--- config.mk ---
export PLATFORM = sky130hd
export DESIGN_NAME = lhp_regs
export DESIGN_NICKNAME = d
export VERILOG_FILES = /design/src/sv/lhp_pkg.sv /design/src/sv/lhp_regs.sv
export SDC_FILE = /design/constraint.sdc
export NUM_CORES = 1
export LEC_CHECK = 0
export ABC_AREA = 1
export BUFFER_PORTS_ARGS = -buffer_cell sky130_fd_sc_hd__buf_2
export CAP_MARGIN = 20
export CORE_ASPECT_RATIO = 1.2
export CORE_MARGIN = 8
export CORE_UTILIZATION = 35
export DETAILED_ROUTE_END_ITERATION = 7
export GPL_ROUTABILITY_DRIVEN = 0
export PLACE_DENSITY_LB_ADDON = 0.15
export SKIP_LAST_GASP = 1
export SYNTH_ARGS = -nofsm -noshare
export SYNTH_HDL_FRONTEND = slang
export SYNTH_SLANG_ARGS = --single-unit
--- constraint.sdc ---
create_clock -name clk -period 6.8 [get_ports clk]
set_clock_uncertainty 0.2 [all_clocks]
set_input_delay 1.02 -clock clk [delete_from_list [all_inputs] [get_ports clk]]
set_output_delay 1.02 -clock clk [all_outputs]
set_load 0.005 [all_outputs]
--- src/sv/lhp_pkg.sv ---
// Shared constants, types and helper functions for the latency histogram block.
// No dependencies; every other file imports this package.
`default_nettype none

package lhp_pkg;

  localparam int MAX_BOUNDS   = 8;
  localparam int BUCKET_SLOTS = MAX_BOUNDS + 1;
  localparam int PAIRS        = MAX_BOUNDS / 2;
  localparam int BOUND_W      = 32;
  localparam int DATA_W       = 64;
  localparam int PCT_W        = 14;
  localparam int FULL_SCALE   = 10000;
  localparam int PROD_W       = DATA_W + PCT_W;
  localparam int STEP_W       = $clog2(PCT_W);
  localparam int SLOT_W       = $clog2(BUCKET_SLOTS);
  localparam int BIDX_W       = $clog2(MAX_BOUNDS);
  localparam int ANS_W        = BOUND_W + 1;
  localparam int NUSE_W       = 4;
  localparam int CFG_DW       = 64;
  localparam int CFG_AW       = 6;
  localparam int REG_LSB      = 3;

  // Full scale times two to the 64, dropped from the scaled total when the
  // 64-bit running total of a walk wraps.
  localparam logic [PROD_W:0] WRAP_SCALED = (PROD_W+1)'(FULL_SCALE) << DATA_W;

  typedef enum logic {
    REQ_RECORD = 1'b0,
    REQ_QUERY  = 1'b1
  } req_t;

  typedef enum logic [CFG_AW-REG_LSB-1:0] {
    REG_BOUNDS_IN_USE = 3'd0,
    REG_PAIR_0        = 3'd1,
    REG_PAIR_1        = 3'd2,
    REG_PAIR_2        = 3'd3,
    REG_PAIR_3        = 3'd4
  } reg_idx_t;

  typedef enum logic [2:0] {
    ST_IDLE,
    ST_REC,
    ST_MUL,
    ST_TGT,
    ST_WALK,
    ST_DONE
  } lhp_state_t;

  typedef struct packed {
    logic [NUSE_W-1:0]                    n_raw;
    logic [MAX_BOUNDS-1:0][BOUND_W-1:0]   bound;
  } cfg_t;

  typedef struct packed {
    logic capture;
    logic rec_commit;
    logic mul_step;
    logic tgt_load;
    logic walk_step;
    logic qry_load;
  } cmd_t;

  typedef struct packed {
    logic count_zero;
    logic mul_last;
    logic walk_end;
    logic out_free;
  } stat_t;

  // Number of bounds in use, with zero read as one and large values clipped.
  function automatic logic [SLOT_W-1:0] active_bounds(input logic [NUSE_W-1:0] raw);
    logic [SLOT_W-1:0] n;
    if (raw == '0) begin
      n = SLOT_W'(1);
    end else if (raw > NUSE_W'(MAX_BOUNDS)) begin
      n = SLOT_W'(MAX_BOUNDS);
    end else begin
      n = SLOT_W'(raw);
    end
    return n;
  endfunction

  // Product with the full scale, 10000 = 2^13 + 2^10 + 2^9 + 2^8 + 2^4.
  function automatic logic [PROD_W-1:0] times_full_scale(input logic [DATA_W-1:0] v);
    logic [PROD_W-1:0] w;
    w = PROD_W'(v);
    return (w << 13) + (w << 10) + (w << 9) + (w << 8) + (w << 4);
  endfunction

endpackage

`default_nettype wire

--- src/sv/lhp_regs.sv ---
// APB-style configuration registers: bound count and four packed bound pairs.
// Depends on lhp_pkg.
`default_nettype none

module lhp_regs import lhp_pkg::*; (
  input  wire logic              clk,
  input  wire logic              rst_n,
  input  wire logic              psel,
  input  wire logic              penable,
  input  wire logic              pwrite,
  input  wire logic [CFG_AW-1:0] paddr,
  input  wire logic [CFG_DW-1:0] pwdata,
  output logic      [CFG_DW-1:0] prdata,
  output logic                   pready,
  output cfg_t                   cfg
);

  logic [NUSE_W-1:0]  n_raw_r;
  logic [BOUND_W-1:0] bound_r [MAX_BOUNDS];
  logic               wr_en;
  reg_idx_t           idx;

  assign pready = 1'b1;
  assign wr_en  = psel & penable & pwrite;
  assign idx    = reg_idx_t'(paddr[CFG_AW-1:REG_LSB]);

  always_ff @(posedge clk) begin
    if (!rst_n) begin
      n_raw_r <= NUSE_W'(MAX_BOUNDS);
      for (int i = 0; i < MAX_BOUNDS; i++) begin
        bound_r[i] <= '0;
      end
    end else if (wr_en) begin
      case (idx)
        REG_BOUNDS_IN_USE: n_raw_r <= pwdata[NUSE_W-1:0];
        REG_PAIR_0: begin
          bound_r[0] <= pwdata[BOUND_W-1:0];
          bound_r[1] <= pwdata[CFG_DW-1:BOUND_W];
        end
        REG_PAIR_1: begin
          bound_r[2] <= pwdata[BOUND_W-1:0];
          bound_r[3] <= pwdata[CFG_DW-1:BOUND_W];
        end
        REG_PAIR_2: begin
          bound_r[4] <= pwdata[BOUND_W-1:0];
          bound_r[5] <= pwdata[CFG_DW-1:BOUND_W];
        end
        REG_PAIR_3: begin
          bound_r[6] <= pwdata[BOUND_W-1:0];
          bound_r[7] <= pwdata[CFG_DW-1:BOUND_W];
        end
        default: ;
      endcase
    end
  end

  always_comb begin
    case (idx)
      REG_BOUNDS_IN_USE: prdata = CFG_DW'(n_raw_r);
      REG_PAIR_0:        prdata = {bound_r[1], bound_r[0]};
      REG_PAIR_1:        prdata = {bound_r[3], bound_r[2]};
      REG_PAIR_2:        prdata = {bound_r[5], bound_r[4]};
      REG_PAIR_3:        prdata = {bound_r[7], bound_r[6]};
      default:           prdata = '0;
    endcase
  end

  always_comb begin
    cfg.n_raw = n_raw_r;
    for (int i = 0; i < MAX_BOUNDS; i++) begin
      cfg.bound[i] = bound_r[i];
    end
  end

endmodule

`default_nettype wire

==> results.yml <==
grt:
  antenna_found_initial: 2
  grt_pass1_vias: 9849
  grt.overflow.total: 0
  track_usage_pct: 19.91
  grt_pass1_wl_microns: 60820
  grt_max_degree: 68
final_layout:
  fill_cells: 3381
  final_cell_mix: "buf_2, nand2_1, edfxtp_1, inv_1, nor2_1"
  final_common_cell: "buf_2"
  drive_gt1_share_pct: 27.97
  stdcell_count: 2103
  final_util_pct: 45.33
  syn_to_final_growth_pct: 27.42
  nets: 1708
hold_path:
  hold_depth: 2
  hp-class: "flip-flop to flip-flop"
  holdCritStartpoint: "n_raw_r[3]"
  hold_end: "n_raw_r[3]"
sta:
  min_period_ps: 4425
  fmax_mhz: 226.0
  period_share_pct: 65.08
  finalMaxSlewViolations: 0
  rsz0062_at_grt: "no"
  finalSetupViolations: 0
  hold_viol_final: 0
  whs_ps: 306.9
  fin_tns_setup_ps: 0
  worstMarginPinSlew_ps: 1069
  relSlewSlack_pct: 28.54
cts:
  cts_tree: "built"
  cts_htree_levels: 1
  cts_sinks: 260
  hold_buffers: 0
  clockBufferDepth: 3
  clk_pin_slew_worst_paths_ps: 70
  cts_buffers: 27
  cts_setup_buffers: 0
  post_cts_resized: 0
  cts-root-buf: "clkbuf_16"
  worstSkewPairLatency_ps: 530
drt:
  routedWlPerCell_microns: 19.65
  routed_wl_microns: 41330
  vias: 9592
  drtPass1Iterations: 5
  drt-met1-wl_microns: 16000
  viasPerCell: 4.561
  route.met2.wl_microns: 21190
  postRouteAntennaNets: 0
  dr_wl_met3_microns: 3090
  drt_iter0_drc: 503
  top_layer_used: "met5"
  drc: 0
flow_run:
  cap_violations: 0
setup_path:
  cp-start-kind: "primary input"
  path_max_fanout: 36
  worst_r2r_path_depth: 2
  path_class: "primary input to output pin"
  rrSetupSlack_ps: 5990
  reg2reg_from: "n_raw_r[3]"
  worstPathRequired_ps: 5580
  rr_endpoint: "n_raw_r[3]"
  endpoint_kind: "output pin"
  crit_arrival_ps: 3210
floorplan:
  num_rows: 73
  floorplan.initialDensity_pct: 35.57
  die_w_microns: 183.8
  die_h_microns: 217.4
  die_area_sq_um: 39950
  ioPinCount: 400
  core_area_sq_um: 33250
yosys:
  ys_warn_count: 0
  syn-num-nets: 1336
  synth_area_leader_cell: "edfxtp_1"
  ys_seq_area_share_pct: 65.68
  ys_ff_latch: 260
  netlist.area_leader.share_pct: 65.00
  synthTopCellsByArea: "edfxtp_1, nand2_1, inv_1, nor2_1, nand3_1"
  ys_types: 19
  syn_area_per_cell_sq_um: 9.379
  syn_inst: 1261
  synth_area_sq_um: 11830
run_status:
  outcome: "complete, no violations"
placed_design:
  hpwlAfterDp_microns: 26670
  dp.cells: 2054
  io_buffers: 395
power:
  p_per_area_nw_per_um2: 249.9
  ir_drop_mv: 0.1629
  p_leak_uw: 0.007210
-- registers in the layout, summed over array words and instances, names as in the netlist --
signal	flops
n_raw_r	4
bound_r	256
-- stage by stage --
step / cell area (sq um) / worst slack [ps] / power (uW)
floorplan: 11830 / 1857 / 2112
global placement: 14210 / 2361 / 2366
detailed placement: 14210 / 2381 / 2369
CTS: 15070 / 2384 / 3807
global route: 15070 / 2199 / 3906
finish: 15070 / 2375 / 3766
-- worst max-delay path, cell delays in order --
cell and delay (ps):
buf_2 210, nor2_4 860, buf_4 570, nand3_1 120, o21ai_0 120, inv_1 60
nand2_1 90, buf_2 120
-- logic make-up after synthesis --
group	share of synthesized area, %
AOI/OAI and AO/OA	2.645
and+or+nand+nor	20.95
DFF	65.68
other	0.03171
buffers and inverters	10.70
-- synthesized netlist by cell type (all sizes together) --
cell and number:
dfxtp 4, nor2 205, or2 1, nand3 74, o21ai 61, buf 40, o31ai 1, inv 251
nand2 331, conb 1, nand4 8, clkbuf 26, nor3 2, edfxtp 256
-- cell type report --
class / count / area (sq um) / area share, %
clock buffers: 36 / 739.5 / 4.907
inverters: 251 / 942.2 / 6.252
clock inverters: 12 / 113.9 / 0.7556
repair buffers: 409 / 2087 / 13.85
well taps: 450 / 563.0 / 3.736
multi-input cells: 684 / 2854 / 18.94
flip-flops and latches: 260 / 7767 / 51.54
diodes: 1 / 2.502 / 0.01661
-- worst max-delay path by stage --
stage,startpoint,to,slack (ps),depth (start not counted)
final,paddr[3],prdata[15],2370,8
after global routing,paddr[3],prdata[22],2200,8
after CTS,paddr[5],prdata[35],2380,9
after detailed placement,paddr[5],prdata[35],2380,9
after global placement,paddr[5],prdata[35],2360,9
after floorplan,paddr[4],bound_r[1][100],1860,4
-- report_power, final --
| group | internal [uW] | switching [uW] |
|---|---|---|
| clock network | 836 | 607 |
| logic | 143 | 259 |
| registers | 1870 | 56.2 |
-- per-layer routing --
metal  GRT usage (%)  vias to the layer above
met5               0                        -
met4           5.789                        2
met3           4.800                       56
met2           36.58                      344
met1           22.51                     4535
li1                -                     4655
No activity file was read; power rests on OpenSTA's default activity.
