==> src/sv/lhp_pkg.sv <==
// Shared constants, types and helper functions for the latency histogram block.
// No dependencies; every other file imports this package.
`default_nettype none

package lhp_pkg;

  localparam int MAX_BOUNDS   = 8;
  localparam int BUCKET_SLOTS = MAX_BOUNDS + 1;
  localparam int PAIRS        = MAX_BOUNDS / 2;
  localparam int BOUND_W      = 32;
  localparam int DATA_W       = 64;
  localparam int PCT_W        = 14;
  localparam int FULL_SCALE   = 10000;
  localparam int PROD_W       = DATA_W + PCT_W;
  localparam int STEP_W       = $clog2(PCT_W);
  localparam int SLOT_W       = $clog2(BUCKET_SLOTS);
  localparam int BIDX_W       = $clog2(MAX_BOUNDS);
  localparam int ANS_W        = BOUND_W + 1;
  localparam int NUSE_W       = 4;
  localparam int CFG_DW       = 64;
  localparam int CFG_AW       = 6;
  localparam int REG_LSB      = 3;

  // Full scale times two to the 64, dropped from the scaled total when the
  // 64-bit running total of a walk wraps.
  localparam logic [PROD_W:0] WRAP_SCALED = (PROD_W+1)'(FULL_SCALE) << DATA_W;

  typedef enum logic {
    REQ_RECORD = 1'b0,
    REQ_QUERY  = 1'b1
  } req_t;

  typedef enum logic [CFG_AW-REG_LSB-1:0] {
    REG_BOUNDS_IN_USE = 3'd0,
    REG_PAIR_0        = 3'd1,
    REG_PAIR_1        = 3'd2,
    REG_PAIR_2        = 3'd3,
    REG_PAIR_3        = 3'd4
  } reg_idx_t;

  typedef enum logic [2:0] {
    ST_IDLE,
    ST_REC,
    ST_MUL,
    ST_TGT,
    ST_WALK,
    ST_DONE
  } lhp_state_t;

  typedef struct packed {
    logic [NUSE_W-1:0]                    n_raw;
    logic [MAX_BOUNDS-1:0][BOUND_W-1:0]   bound;
  } cfg_t;

  typedef struct packed {
    logic capture;
    logic rec_commit;
    logic mul_step;
    logic tgt_load;
    logic walk_step;
    logic qry_load;
  } cmd_t;

  typedef struct packed {
    logic count_zero;
    logic mul_last;
    logic walk_end;
    logic out_free;
  } stat_t;

  // Number of bounds in use, with zero read as one and large values clipped.
  function automatic logic [SLOT_W-1:0] active_bounds(input logic [NUSE_W-1:0] raw);
    logic [SLOT_W-1:0] n;
    if (raw == '0) begin
      n = SLOT_W'(1);
    end else if (raw > NUSE_W'(MAX_BOUNDS)) begin
      n = SLOT_W'(MAX_BOUNDS);
    end else begin
      n = SLOT_W'(raw);
    end
    return n;
  endfunction

  // Product with the full scale, 10000 = 2^13 + 2^10 + 2^9 + 2^8 + 2^4.
  function automatic logic [PROD_W-1:0] times_full_scale(input logic [DATA_W-1:0] v);
    logic [PROD_W-1:0] w;
    w = PROD_W'(v);
    return (w << 13) + (w << 10) + (w << 9) + (w << 8) + (w << 4);
  endfunction

endpackage

`default_nettype wire

==> src/sv/lhp_ctrl.sv <==
// Sequencing state machine of the latency histogram; drives datapath commands.
// Depends on lhp_pkg for the state, command and status types.
`default_nettype none

module lhp_ctrl import lhp_pkg::*; (
  input  wire logic  clk,
  input  wire logic  rst_n,
  input  wire logic  in_valid,
  input  wire logic  in_req_type,
  output logic       in_ready,
  input  wire stat_t stat,
  output cmd_t       cmd
);

  lhp_state_t state_r, state_nxt;

  always_ff @(posedge clk) begin
    if (!rst_n) begin
      state_r <= ST_IDLE;
    end else begin
      state_r <= state_nxt;
    end
  end

  always_comb begin
    state_nxt = state_r;
    cmd       = '0;
    in_ready  = 1'b0;
    case (state_r)
      ST_IDLE: begin
        in_ready = 1'b1;
        if (in_valid) begin
          cmd.capture = 1'b1;
          if (in_req_type == REQ_RECORD) begin
            state_nxt = ST_REC;
          end else if (stat.count_zero) begin
            // An empty histogram answers zero without any arithmetic.
            state_nxt = ST_DONE;
          end else begin
            state_nxt = ST_MUL;
          end
        end
      end
      ST_REC: begin
        if (stat.out_free) begin
          cmd.rec_commit = 1'b1;
          state_nxt      = ST_IDLE;
        end
      end
      ST_MUL: begin
        cmd.mul_step = 1'b1;
        if (stat.mul_last) begin
          state_nxt = ST_TGT;
        end
      end
      ST_TGT: begin
        cmd.tgt_load = 1'b1;
        state_nxt    = ST_WALK;
      end
      ST_WALK: begin
        cmd.walk_step = 1'b1;
        if (stat.walk_end) begin
          state_nxt = ST_DONE;
        end
      end
      ST_DONE: begin
        if (stat.out_free) begin
          cmd.qry_load = 1'b1;
          state_nxt    = ST_IDLE;
        end
      end
      default: state_nxt = ST_IDLE;
    endcase
  end

endmodule

`default_nettype wire

==> config.mk <==
export PLATFORM = sky130hd
export DESIGN_NAME = lhp_ctrl
export DESIGN_NICKNAME = d
export VERILOG_FILES = /design/src/sv/lhp_pkg.sv /design/src/sv/lhp_ctrl.sv
export SDC_FILE = /design/constraint.sdc
export NUM_CORES = 1
export LEC_CHECK = 0
export BUFFER_PORTS_ARGS = -buffer_cell sky130_fd_sc_hd__buf_2
export CAP_MARGIN = 10
export CORE_AREA = 3 3 40 42
export CTS_CLUSTER_SIZE = 20
export DETAILED_ROUTE_END_ITERATION = 10
export DIE_AREA = 0 0 43 45
export PLACE_DENSITY = 0.47
export SETUP_SLACK_MARGIN = 0.4
export SLEW_MARGIN = 10
export SYNTH_ARGS = -nofsm -noshare
export SYNTH_HDL_FRONTEND = slang
export SYNTH_SLANG_ARGS = --single-unit
==> constraint.sdc <==
create_clock -name clk -period 0.92 [get_ports clk]
set_input_delay 0.092 -clock clk [delete_from_list [all_inputs] [get_ports clk]]
set_output_delay 0.092 -clock clk [all_outputs]
set_load 0.02 [all_outputs]
==> out/summary.txt <==
========================================================================================================
Worst min-delay path category                                                               input port to flip-flop
Per-cell via count in the routed design                                                             4.46
Total number of vias                                                                                 321
Proportion of total power due to net switching                                                     30.0%
Number of port buffers                                                                                14
HPWL Detailed                                                                                     563 um
Fraction of final layout cells with drive strength greater than 1                                  73.7%
Count of H-tree levels built during CTS                                                                1
Detailed-router iteration count before antenna repair                                                  1
Number of buffers inserted for hold repair after clock tree synthesis                                  0
Post-place setup slack                                                                           -104 ps
Transition time of the tightest slew-check pin                                                    177 ps
Least setup slack across all paths after layout                                                  -275 ps
Layout area overhead                                                                                131%
Sequential Power Share                                                                             25.4%
Largest family of logic cells by synthesized area                                           simple AND/OR/NAND/NOR gates
Final #Nets                                                                                           66
GR Util All Layers                                                                                 9.57%
Maximum fanout along the worst path                                                                    4
Syn_nets                                                                                              37
Number of clock sinks                                                                                  3
Leak Pwr                                                                                     0.000257 uW
Max-slew violations                                                                                    0
Power per Cell Area                                                                         1270 mW/mm^2
Clock share of power                                                                               33.3%
Combined flip-flop and latch cell area                                                        68.8 sq um
Final estimated routing congestion in global placement                                             0.616
DRC violation count after routing                                                                      0
Io pins                                                                                               15
Register ranked first by flip-flop count                                                         state_r
Final-layout fill cell count                                                                         134
Arrival @ worst endpoint                                                                         1100 ps
Synthesized area divided by synthesized cell count                                            8.02 sq um
Antenna violations before repair                                                                       0
Share of cell area taken by muxes after synthesis                                                     0%
Residual antenna-violating net count after detailed routing                                            0
GRT met1 Usage                                                                                     10.3%
Initial core utilization                                                                           18.1%
Power share of the combinational group                                                             41.3%
Startpoint class of the critical path                                                          flip-flop
Share of the synthesized area in compound gates (AO/OA/AOI/OAI)                                    17.2%
Clock buffer count from CTS                                                                            3
Net load switching power                                                                          204 uW
Post-synthesis xor/xnor area fraction                                                                 0%
Sequential share of the synthesized area                                                           25.8%
Share of the cycle needed by the critical path after routing                                        130%
Adder-cell area share of the yosys netlist                                                            0%
Largest registers ranked by flip-flop count                                                  state_r (3)
Number of core rows                                                                                   13
Number of setup violations in the final report                                                        10
Grt total ovfl                                                                                         0
Multi-input gate area                                                                          204 sq um
Worst hold slack                                                                                  110 ps
First-iteration detailed-routing DRC count                                                             0
Via count of the first global-routing pass                                                           321
Worst supply voltage drop on vdd                                                                  729 uV
Post-CTS clock slew at the launch and capture registers of the worst setup and hold paths          30 ps
Synthesized instance count                                                                            29
Wire length of the first global-routing pass                                                     1360 um
Setup Skew                                                                                      0.646 ps
Maximum buffer depth of the clock tree                                                                 2
Result of the run                                                                           finished with violations
Fmax                                                                                           0.837 GHz
Die width                                                                                          43 um
Antenna cells                                                                                          0
RSZ-0062 raised after global routing                                                                true
Endpoint type of the worst setup path                                                         output pin
Clock insertion delay at the later pin of the skew report                                         230 ps
Worst EP required                                                                                 830 ps
Failing checks                                                                              setup timing
GR peak layer                                                                                       met2
Core Box Area                                                                               0.00128 sq mm
Max-capacitance violation count                                                                        0
Die Footprint                                                                               0.00194 sq mm
Basic-gate share of the synthesized area counting and, or, nand and nor cells                      50.0%
Largest net degree at the start of global routing                                                     11
Yosys warning count                                                                                    0
Commonest non-fill, non-tap cells in the layout                                             buf_6 (11), buf_4 (8), buf_2 (7)
Cell at the root of the clock tree                                                              clkbuf_4
Post-synthesis register bit count                                                                      3
Number of distinct library cells after synthesis                                                      20
Number of flip-flops under the largest register name                                                   3
Global routing met2 resource utilization                                                           15.9%
Remaining max-slew budget at the tightest pin                                                      88.2%
Category of the critical setup timing path                                                  flip-flop to output pin
Area of the mapped netlist                                                                     233 sq um
Final wirelength                                                                                  778 um
Number of hold violations in the final report                                                          0
Power Internal                                                                                    476 uW
Per-cell routed wire length                                                                      10.8 um
Met3 track demand over resource                                                                    7.57%
Most common library cell in the layout ignoring fill and taps                                      buf_6
Height of the chip                                                                                 45 um
Final min period                                                                                 1190 ps
CTS tree                                                                                            done
========================================================================================================
==> path summary, 6_finish.rpt <==
check	from	end	slack, ps	depth (start not counted)
worst min-delay path	rst_n	state_r[2]	110	2
worst max-delay path	state_r[2]	cmd[4]	-270	3
worst max register to register	state_r[1]	state_r[2]	-120	4
worst min register to register	state_r[0]	state_r[2]	650	2
==> synthesized netlist by cell type <==
master / n / share of area [%]
o21ai_0: 1 / 2.1
or2b_1: 2 / 6.4
dfxtp_1: 3 / 26
nor2_1: 4 / 6.4
buf_6: 1 / 4.8
nand2b_1: 1 / 2.7
nand3b_1: 1 / 3.2
o211a_1: 1 / 4.3
a21oi_2: 1 / 3.8
and3b_1: 1 / 3.8
and4bb_2: 1 / 5.4
o31a_1: 1 / 3.8
nor2b_1: 1 / 2.7
o211ai_1: 1 / 3.2
and2_1: 1 / 2.7
nor3_1: 2 / 4.3
nand2_1: 3 / 4.8
nor4b_1: 1 / 3.8
and4_1: 1 / 3.8
buf_2: 1 / 2.1
==> cells by family (layout without fill, tap and decap cells) <==
kind of cell	Yosys count	in the layout
AND/OR/NAND/NOR	19	19
AO/OA/AOI/OAI	5	5
buffers and inverters	2	30
flip-flops	3	3
==> power groups by stage <==
| stage | registers [uW] | logic, uW | clock network, uW |
|---|---|---|---|
| 6_report | 173 | 280 | 227 |
| 5_1_grt | 176 | 303 | 252 |
| 4_1_cts | 171 | 236 | 237 |
| 3_5_place_dp | 175 | 193 | 0 |
| 3_3_place_gp | 175 | 194 | 0 |
| 2_1_floorplan | 156 | 134 | 0 |
==> per-stage QoR <==
stage	total power, uW	instance area, sq um	utilization, %	cells	TNS (ps)
finish	680	537	41.8	72	-1850
global route	731	537	41.8	72	-2300
CTS	644	492	38.3	70	-1920
detailed placement	368	394	30.7	64	-482
global placement	369	394	30.7	64	-441
floorplan	290	268	-	29	-263
==> final cells by class <==
type	count	share of cell area, %
sequential	3	12.8
timing repair buffer	26	40.8
clock buffer	4	4.90
multi-input combinational	24	38.0
tap	15	3.50
==> metal layers <==
| metal | up-vias | wire (um) | part of all wire [%] |
|---|---|---|---|
| li1 | 161 | - | - |
| met3 | 0 | 60 | 7.7 |
| met4 | 0 | 0 | 0 |
| met5 | - | 0 | 0 |
| met1 | 152 | 285 | 37 |
| met2 | 8 | 432 | 56 |
==> critical path, cell delays in order, from the launching register on <==
cell,delay (ps)
dfxtp_2,330
buf_4,140
and4bb_2,290
buf_6,110
==> what timing repair did <==
action	4_1_cts	5_1_grt
gates resized for setup	18	6
setup endpoints to repair	10	10
setup buffers	2	2
pin swaps	5	2
No activity file was read; power rests on OpenSTA's default activity.
