**config.mk**
```make
export PLATFORM = sky130hd
export DESIGN_NAME = lhp_dp
export DESIGN_NICKNAME = d
export VERILOG_FILES = /design/src/sv/lhp_pkg.sv /design/src/sv/lhp_dp.sv
export SDC_FILE = /design/constraint.sdc
export NUM_CORES = 2
export LEC_CHECK = 0
export BUFFER_PORTS_ARGS = -buffer_cell sky130_fd_sc_hd__buf_2
export CAP_MARGIN = 5
export CORE_UTILIZATION = 50
export DETAILED_ROUTE_END_ITERATION = 10
export GPL_TIMING_DRIVEN = 0
export PLACE_DENSITY = 0.67
export SYNTH_ARGS = -nofsm -noshare
export SYNTH_HDL_FRONTEND = slang
export SYNTH_SLANG_ARGS = --single-unit
export TNS_END_PERCENT = 100
```
**constraint.sdc**
```tcl
create_clock -name clk -period 31.6 [get_ports clk]
set_input_delay 6.32 -clock clk [delete_from_list [all_inputs] [get_ports clk]]
set_output_delay 6.32 -clock clk [all_outputs]
set_load 0.005 [all_outputs]
```
**src/sv/lhp_pkg.sv**
```systemverilog
// Shared constants, types and helper functions for the latency histogram block.
// No dependencies; every other file imports this package.
`default_nettype none

package lhp_pkg;

  localparam int MAX_BOUNDS   = 8;
  localparam int BUCKET_SLOTS = MAX_BOUNDS + 1;
  localparam int PAIRS        = MAX_BOUNDS / 2;
  localparam int BOUND_W      = 32;
  localparam int DATA_W       = 64;
  localparam int PCT_W        = 14;
  localparam int FULL_SCALE   = 10000;
  localparam int PROD_W       = DATA_W + PCT_W;
  localparam int STEP_W       = $clog2(PCT_W);
  localparam int SLOT_W       = $clog2(BUCKET_SLOTS);
  localparam int BIDX_W       = $clog2(MAX_BOUNDS);
  localparam int ANS_W        = BOUND_W + 1;
  localparam int NUSE_W       = 4;
  localparam int CFG_DW       = 64;
  localparam int CFG_AW       = 6;
  localparam int REG_LSB      = 3;

  // Full scale times two to the 64, dropped from the scaled total when the
  // 64-bit running total of a walk wraps.
  localparam logic [PROD_W:0] WRAP_SCALED = (PROD_W+1)'(FULL_SCALE) << DATA_W;

  typedef enum logic {
    REQ_RECORD = 1'b0,
    REQ_QUERY  = 1'b1
  } req_t;

  typedef enum logic [CFG_AW-REG_LSB-1:0] {
    REG_BOUNDS_IN_USE = 3'd0,
    REG_PAIR_0        = 3'd1,
    REG_PAIR_1        = 3'd2,
    REG_PAIR_2        = 3'd3,
    REG_PAIR_3        = 3'd4
  } reg_idx_t;

  typedef enum logic [2:0] {
    ST_IDLE,
    ST_REC,
    ST_MUL,
    ST_TGT,
    ST_WALK,
    ST_DONE
  } lhp_state_t;

  typedef struct packed {
    logic [NUSE_W-1:0]                    n_raw;
    logic [MAX_BOUNDS-1:0][BOUND_W-1:0]   bound;
  } cfg_t;

  typedef struct packed {
    logic capture;
    logic rec_commit;
    logic mul_step;
    logic tgt_load;
    logic walk_step;
    logic qry_load;
  } cmd_t;

  typedef struct packed {
    logic count_zero;
    logic mul_last;
    logic walk_end;
    logic out_free;
  } stat_t;

  // Number of bounds in use, with zero read as one and large values clipped.
  function automatic logic [SLOT_W-1:0] active_bounds(input logic [NUSE_W-1:0] raw);
    logic [SLOT_W-1:0] n;
    if (raw == '0) begin
      n = SLOT_W'(1);
    end else if (raw > NUSE_W'(MAX_BOUNDS)) begin
      n = SLOT_W'(MAX_BOUNDS);
    end else begin
      n = SLOT_W'(raw);
    end
    return n;
  endfunction

  // Product with the full scale, 10000 = 2^13 + 2^10 + 2^9 + 2^8 + 2^4.
  function automatic logic [PROD_W-1:0] times_full_scale(input logic [DATA_W-1:0] v);
    logic [PROD_W-1:0] w;
    w = PROD_W'(v);
    return (w << 13) + (w << 10) + (w << 9) + (w << 8) + (w << 4);
  endfunction

endpackage

`default_nettype wire

```
**src/sv/lhp_dp.sv**
```systemverilog
// Datapath of the latency histogram: statistics, bucket counters, shift-add
// multiplier, scaled bucket walk and result register.
// Depends on lhp_pkg.
`default_nettype none

module lhp_dp import lhp_pkg::*; (
  input  wire logic              clk,
  input  wire logic              rst_n,
  input  wire cmd_t              cmd,
  output stat_t                  stat,
  input  wire cfg_t              cfg,
  input  wire logic [DATA_W-1:0] in_sample,
  input  wire logic [PCT_W-1:0]  in_pct,
  output logic                   out_valid,
  input  wire logic              out_ready,
  output logic      [DATA_W-1:0] out_total,
  output logic      [DATA_W-1:0] out_min,
  output logic      [DATA_W-1:0] out_max,
  output logic      [DATA_W-1:0] out_sum,
  output logic      [ANS_W-1:0]  out_bound
);

  // Running statistics and bucket counters.
  logic [DATA_W-1:0] count_r, min_r, max_r, sum_r;
  logic [DATA_W-1:0] cnt_r [BUCKET_SLOTS];

  // Request capture and query arithmetic.
  logic [DATA_W-1:0] sample_r;
  logic [PCT_W-1:0]  pct_r;
  logic [PROD_W-1:0] acc_r;
  logic [STEP_W-1:0] step_r;
  logic [DATA_W-1:0] cum_r;
  logic [PROD_W-1:0] scl_r;
  logic [SLOT_W-1:0] idx_r;
  logic [ANS_W-1:0]  ans_r;
  logic              out_valid_r;

  logic [SLOT_W-1:0] n_act;
  logic [BIDX_W-1:0] last_bound;
  logic [SLOT_W-1:0] bkt;
  logic [SLOT_W-1:0] rd_addr;
  logic [DATA_W-1:0] rd_data;
  logic [PROD_W-1:0] rd_scaled;
  logic [DATA_W-1:0] count_nxt, min_nxt, max_nxt, sum_nxt;
  logic [DATA_W:0]   cum_sum;
  logic [DATA_W-1:0] cum_nxt;
  logic [PROD_W:0]   scl_sum;
  logic [PROD_W:0]   scl_wrap;
  logic [PROD_W-1:0] scl_nxt;
  logic              walk_hit, walk_last;
  logic [PCT_W-1:0]  pct_clamped;

  assign n_act      = active_bounds(cfg.n_raw);
  assign last_bound = BIDX_W'(n_act - SLOT_W'(1));

  // First bound in use that lies above the sample; the overflow bucket otherwise.
  always_comb begin
    bkt = n_act;
    for (int i = MAX_BOUNDS - 1; i >= 0; i--) begin
      if (SLOT_W'(i) < n_act && sample_r < DATA_W'(cfg.bound[i])) begin
        bkt = SLOT_W'(i);
      end
    end
  end

  assign rd_addr = cmd.walk_step ? idx_r : bkt;
  assign rd_data = cnt_r[rd_addr];

  assign count_nxt = count_r + DATA_W'(1);
  assign sum_nxt   = sum_r + sample_r;
  assign min_nxt   = (count_r == '0 || sample_r < min_r) ? sample_r : min_r;
  assign max_nxt   = (sample_r > max_r) ? sample_r : max_r;

  // The running total reaches ceil(p * count / 10000) exactly when 10000 times
  // the total reaches p * count, so the walk keeps a scaled copy of the total
  // beside it and compares that with the product.
  assign rd_scaled = times_full_scale(rd_data);
  assign cum_sum   = {1'b0, cum_r} + {1'b0, rd_data};
  assign cum_nxt   = cum_sum[DATA_W-1:0];
  assign scl_sum   = {1'b0, scl_r} + {1'b0, rd_scaled};
  assign scl_wrap  = scl_sum - WRAP_SCALED;
  assign scl_nxt   = cum_sum[DATA_W] ? scl_wrap[PROD_W-1:0] : scl_sum[PROD_W-1:0];
  assign walk_hit  = scl_nxt >= acc_r;
  assign walk_last = idx_r == n_act;

  assign pct_clamped = (in_pct > PCT_W'(FULL_SCALE)) ? PCT_W'(FULL_SCALE) : in_pct;

  always_comb begin
    stat.count_zero = count_r == '0;
    stat.mul_last   = step_r == STEP_W'(PCT_W - 1);
    stat.walk_end   = walk_hit | walk_last;
    stat.out_free   = ~out_valid_r | out_ready;
  end

  always_ff @(posedge clk) begin
    if (!rst_n) begin
      count_r <= '0;
      min_r   <= '1;
      max_r   <= '0;
      sum_r   <= '0;
      for (int i = 0; i < BUCKET_SLOTS; i++) begin
        cnt_r[i] <= '0;
      end
    end else if (cmd.rec_commit) begin
      count_r      <= count_nxt;
      min_r        <= min_nxt;
      max_r        <= max_nxt;
      sum_r        <= sum_nxt;
      cnt_r[bkt]   <= rd_data + DATA_W'(1);
    end
  end

  // The product p * count is built by shift-add, most significant bit first.
  always_ff @(posedge clk) begin
    if (cmd.capture) begin
      sample_r <= in_sample;
      pct_r    <= pct_clamped;
      acc_r    <= '0;
      step_r   <= '0;
      ans_r    <= '0;
    end
    if (cmd.mul_step) begin
      acc_r  <= {acc_r[PROD_W-2:0], 1'b0} +
                (pct_r[PCT_W-1] ? PROD_W'(count_r) : '0);
      pct_r  <= {pct_r[PCT_W-2:0], 1'b0};
      step_r <= stat.mul_last ? '0 : step_r + STEP_W'(1);
    end
    if (cmd.tgt_load) begin
      cum_r <= '0;
      scl_r <= '0;
      idx_r <= '0;
    end
    if (cmd.walk_step) begin
      cum_r <= cum_nxt;
      scl_r <= scl_nxt;
      idx_r <= idx_r + SLOT_W'(1);
      if (walk_hit && !walk_last) begin
        ans_r <= ANS_W'(cfg.bound[idx_r[BIDX_W-1:0]]);
      end else if (walk_hit || walk_last) begin
        ans_r <= {cfg.bound[last_bound], 1'b0};
      end
    end
  end

  always_ff @(posedge clk) begin
    if (!rst_n) begin
      out_valid_r <= 1'b0;
    end else if (cmd.rec_commit || cmd.qry_load) begin
      out_valid_r <= 1'b1;
    end else if (out_ready) begin
      out_valid_r <= 1'b0;
    end
  end

  always_ff @(posedge clk) begin
    if (cmd.rec_commit) begin
      out_total <= count_nxt;
      out_min   <= (count_nxt == '0) ? '0 : min_nxt;
      out_max   <= max_nxt;
      out_sum   <= sum_nxt;
      out_bound <= '0;
    end else if (cmd.qry_load) begin
      out_total <= count_r;
      out_min   <= (count_r == '0) ? '0 : min_r;
      out_max   <= max_r;
      out_sum   <= sum_r;
      out_bound <= ans_r;
    end
  end

  assign out_valid = out_valid_r;

endmodule

`default_nettype wire

```
==> results.cfg <==
[outcome]
status = complete, but fails checks
violations = max-capacitance violations, max-slew violations

[power]
power_density_nw_per_um2 = 122.2
totalPowerFinal_w = 0.01636
switchingPower_w = 0.007520
ir_drop_uv = 176.4
switching_share = 0.4596
p_leak_nw = 59.42
clkPwrFrac = 0.150
pwr-share-comb = 0.637
pwr-share-seq = 0.213
p_int_w = 0.008841

[logic_synthesis]
ys_types = 110
synthCells = 10431
yosysWarnings = 0
seq_area_frac_synth = 0.4589
synth_area_um2 = 117600
synthArstFlopShare = 0
synth_seq_cells = 1905
synth-edff-count = 1581
yosys-top-cells-area = edfxtp_1 (40%), ha_1 (8.6%), mux2i_1 (7.4%)
synth_ff_type = edfxtp_1
syn_area_per_cell_um2 = 11.27
netlist.area_leader.share = 0.4037
yosys.area.top_type = edfxtp_1

[clocking]
cts_sinks = 1905
cts_setup_buffers = 0
cts.htree.levels = 4
numCtsBuffers = 203
root_buffer = clkbuf_16
ctsLongestPathBuffers = 3
insertion_delay_ps = 890
ctsResizeCount = 0
tritoncts = built
clk_pin_slew_ps = 60
hold_buffers = 0

[placed_design]
placed_area_um2 = 127000
gp_congestion = 1.027
port_buffers = 637
dpl.hpwl_um = 313700

[drt]
drtIter0Drc = 9538
num_vias = 89742
first_pass_iters = 6
drcViolationCount = 0
ant_nets = 0
drt-total-wl_um = 411500
detail_route.wl_per_cell_um = 27.26
viasPerCell = 5.946

[die]
die_y_um = 487.0
pin_count = 641
num_rows = 177
dieWidth_um = 487.0
start_util = 0.5042
coreArea_um2 = 233200
dieArea_um2 = 237100

[grt]
antenna_found_initial = 91
grt-ovfl-total = 0
grt_max_degree = 117
grtUsageTotal = 0.3415
grt_pass1_wl_um = 590800
grt_pass1_vias = 88699

[layout]
stdcell_area_um2 = 133900
nFillCells = 19621
synthToLayoutAreaGrowth_pct = 13.89
post_route_cells_drive_above_1_share = 0.1391
nets = 13146
multi_input_comb_area_um2 = 59150
utilization = 0.5743
regArea_um2 = 53960

[critical_path]
cpMostUsedCell = inv_1
critPathArrivalTime_ps = 23710
slowest_stage = a211oi_1
start_kind = primary input
critical_path_required_ps = 25280
cp-end-kind = output pin
crit_path_max_incr_delay_ps = 1220
r2r_slack_ps = 12290
worst-setup-path-type = in -> out
cp_max_fo = 10
ff2ff_path_depth = 47

[sta]
worstMarginPinSlew_ps = 1518
clock_skew_ps = 69.44
setup_viol = 0
max_freq_mhz = 33.30
slew_headroom = -0.01979
fin_crit_ps = 30030
rsz0062_at_grt = no
final_max_slew_viol_count = 3
hold_viol = 0
final.setup.tns_ps = 0
finalCritPeriodShare = 0.9504

[hold_path]
min_path_type = reg -> reg
hold_depth = 1

[flow_run]
max_cap_viol_count = 1
==> sequential cells by signal, summed over array words and instances, names as in the netlist <==
signal     cells
scl_r         74
pct_r         14
sample_r      64
step_r         4
out_min       64
min_r         64
out_sum       64
ans_r         33
sum_r         64
out_max       64
out_bound     33
cnt_r       1024
out_valid      1
max_r         64
acc_r         78
out_total     64
cum_r         64
count_r       64
idx_r          4
==> synth_stat cells (17+ instances only) <==
cell	instances
edfxtp_1	1581
inv_1	1023
mux2i_1	866
ha_1	808
a21oi_1	706
nor2_1	689
nand2_1	494
and2_1	359
dfxtp_1	324
a21o_1	287
clkbuf_1	269
fa_1	249
o21ai_0	240
mux2_2	206
xnor2_1	206
nand4_1	167
nand3_1	146
mux4_2	129
xor2_1	109
and3_1	108
nor3_1	108
buf_2	106
o211ai_1	98
nand2b_1	89
nor2b_1	89
a211oi_1	79
a22o_1	70
nor4_1	58
buf_4	49
buf_1	46
a31o_2	45
o21a_1	44
a31oi_1	42
o21bai_1	39
or3_1	33
buf_6	30
o31ai_1	30
xnor2_2	30
o2111ai_1	26
and4_1	18
nand4_2	18
o21ai_1	17
==> routing by layer <==
metal	routed length, um	vias to the layer above	share of wire	global-route usage
met2	185700	4364	0.45	0.5375
met3	38820	1038	0.094	0.08230
met1	162800	44296	0.40	0.4364
met5	321	-	0.00078	0
met4	23790	50	0.058	0.1774
li1	-	39994	-	-
==> area by class of cell <==
type / count / share of cell area
diodes: 51 / 0.0009530
plain buffers: 502 / 0.01813
clock buffers: 255 / 0.04077
repair buffers: 659 / 0.02738
inverters: 1031 / 0.02895
clock inverters: 118 / 0.009876
flip-flops and latches: 1905 / 0.4029
multi-input cells: 7440 / 0.4417
well taps: 3132 / 0.02926
==> power groups by stage <==
stage	logic [W]	registers, W	clock network (W)
finish	0.0104	0.00349	0.00245
global route	0.0116	0.00352	0.00256
CTS	0.0103	0.00349	0.00247
detailed placement	0.0102	0.00353	0
global placement	0.00992	0.00354	0
floorplan	0.00750	0.00346	0
==> placed cells by master, fill, tap and decap left out, types with 44 or more instances in the layout <==
master     count
o21a_1        44
ha_1         808
nand3_1      146
nor3_1       108
mux2_2       206
nor2b_1       89
inv_1       1022
mux4_2       129
a31o_2        45
nor2_1       689
nand2_1      484
clkbuf_16    207
buf_1         46
nor4_1        58
a22o_1        70
conb_1       448
and2_1       359
clkbuf_1     307
xnor2_1      206
buf_4         53
nand4_1      167
a21o_1       287
fa_1         249
diode_2       51
mux2i_1      866
o21ai_0      240
buf_2        742
dfxtp_1      324
nand2b_1      89
xor2_1       109
edfxtp_1    1581
a211oi_1      79
and3_1       108
a21oi_1      706
o211ai_1      98
==> worst paths after layout <==
| check | start | to |
|---|---|---|
| max | cfg[1] | stat[1] |
| min | ans_r[25] | ans_r[25] |
| max reg2reg | sample_r[1] | ans_r[0] |
| min reg2reg | ans_r[25] | ans_r[25] |
==> logic make-up (layout without fill, tap and decap cells) <==
group | count (synthesis) | count (layout) | share of synthesized area
AO/OA/AOI/OAI | 1917 | 1917 | 0.1064
XOR/XNOR | 345 | 345 | 0.02761
adder cells (fa/ha/maj) | 1057 | 1057 | 0.1284
buffers and inverters | 1533 | 2565 | 0.05356
flip-flops | 1905 | 1905 | 0.4589
multiplexers | 1207 | 1207 | 0.1187
other | 1 | 499 | 0.00003189
AND/OR/NAND/NOR | 2466 | 2466 | 0.1064
==> per-stage QoR <==
stage / instances / setup WS, ps / hold slack [ps]
2_1_floorplan: 10878 / 7910 / 460.0
3_3_place_gp: 14647 / 788.2 / 480.3
3_5_place_dp: 14668 / 1814 / 480.1
4_1_cts: 15041 / 1724 / 494.9
5_1_grt: 15073 / 925.2 / 513.4
6_report: 15093 / 1566 / 492.9
==> worst max-delay path, delay by kind of cell <==
family | cells | cell delay (ps)
AOI/OAI and AO/OA | 25 | 9290
buffers and inverters | 11 | 2540
adders and majority gates | 6 | 2550
and+or+nand+nor | 7 | 2910
No activity file was read; power rests on OpenSTA's default activity.
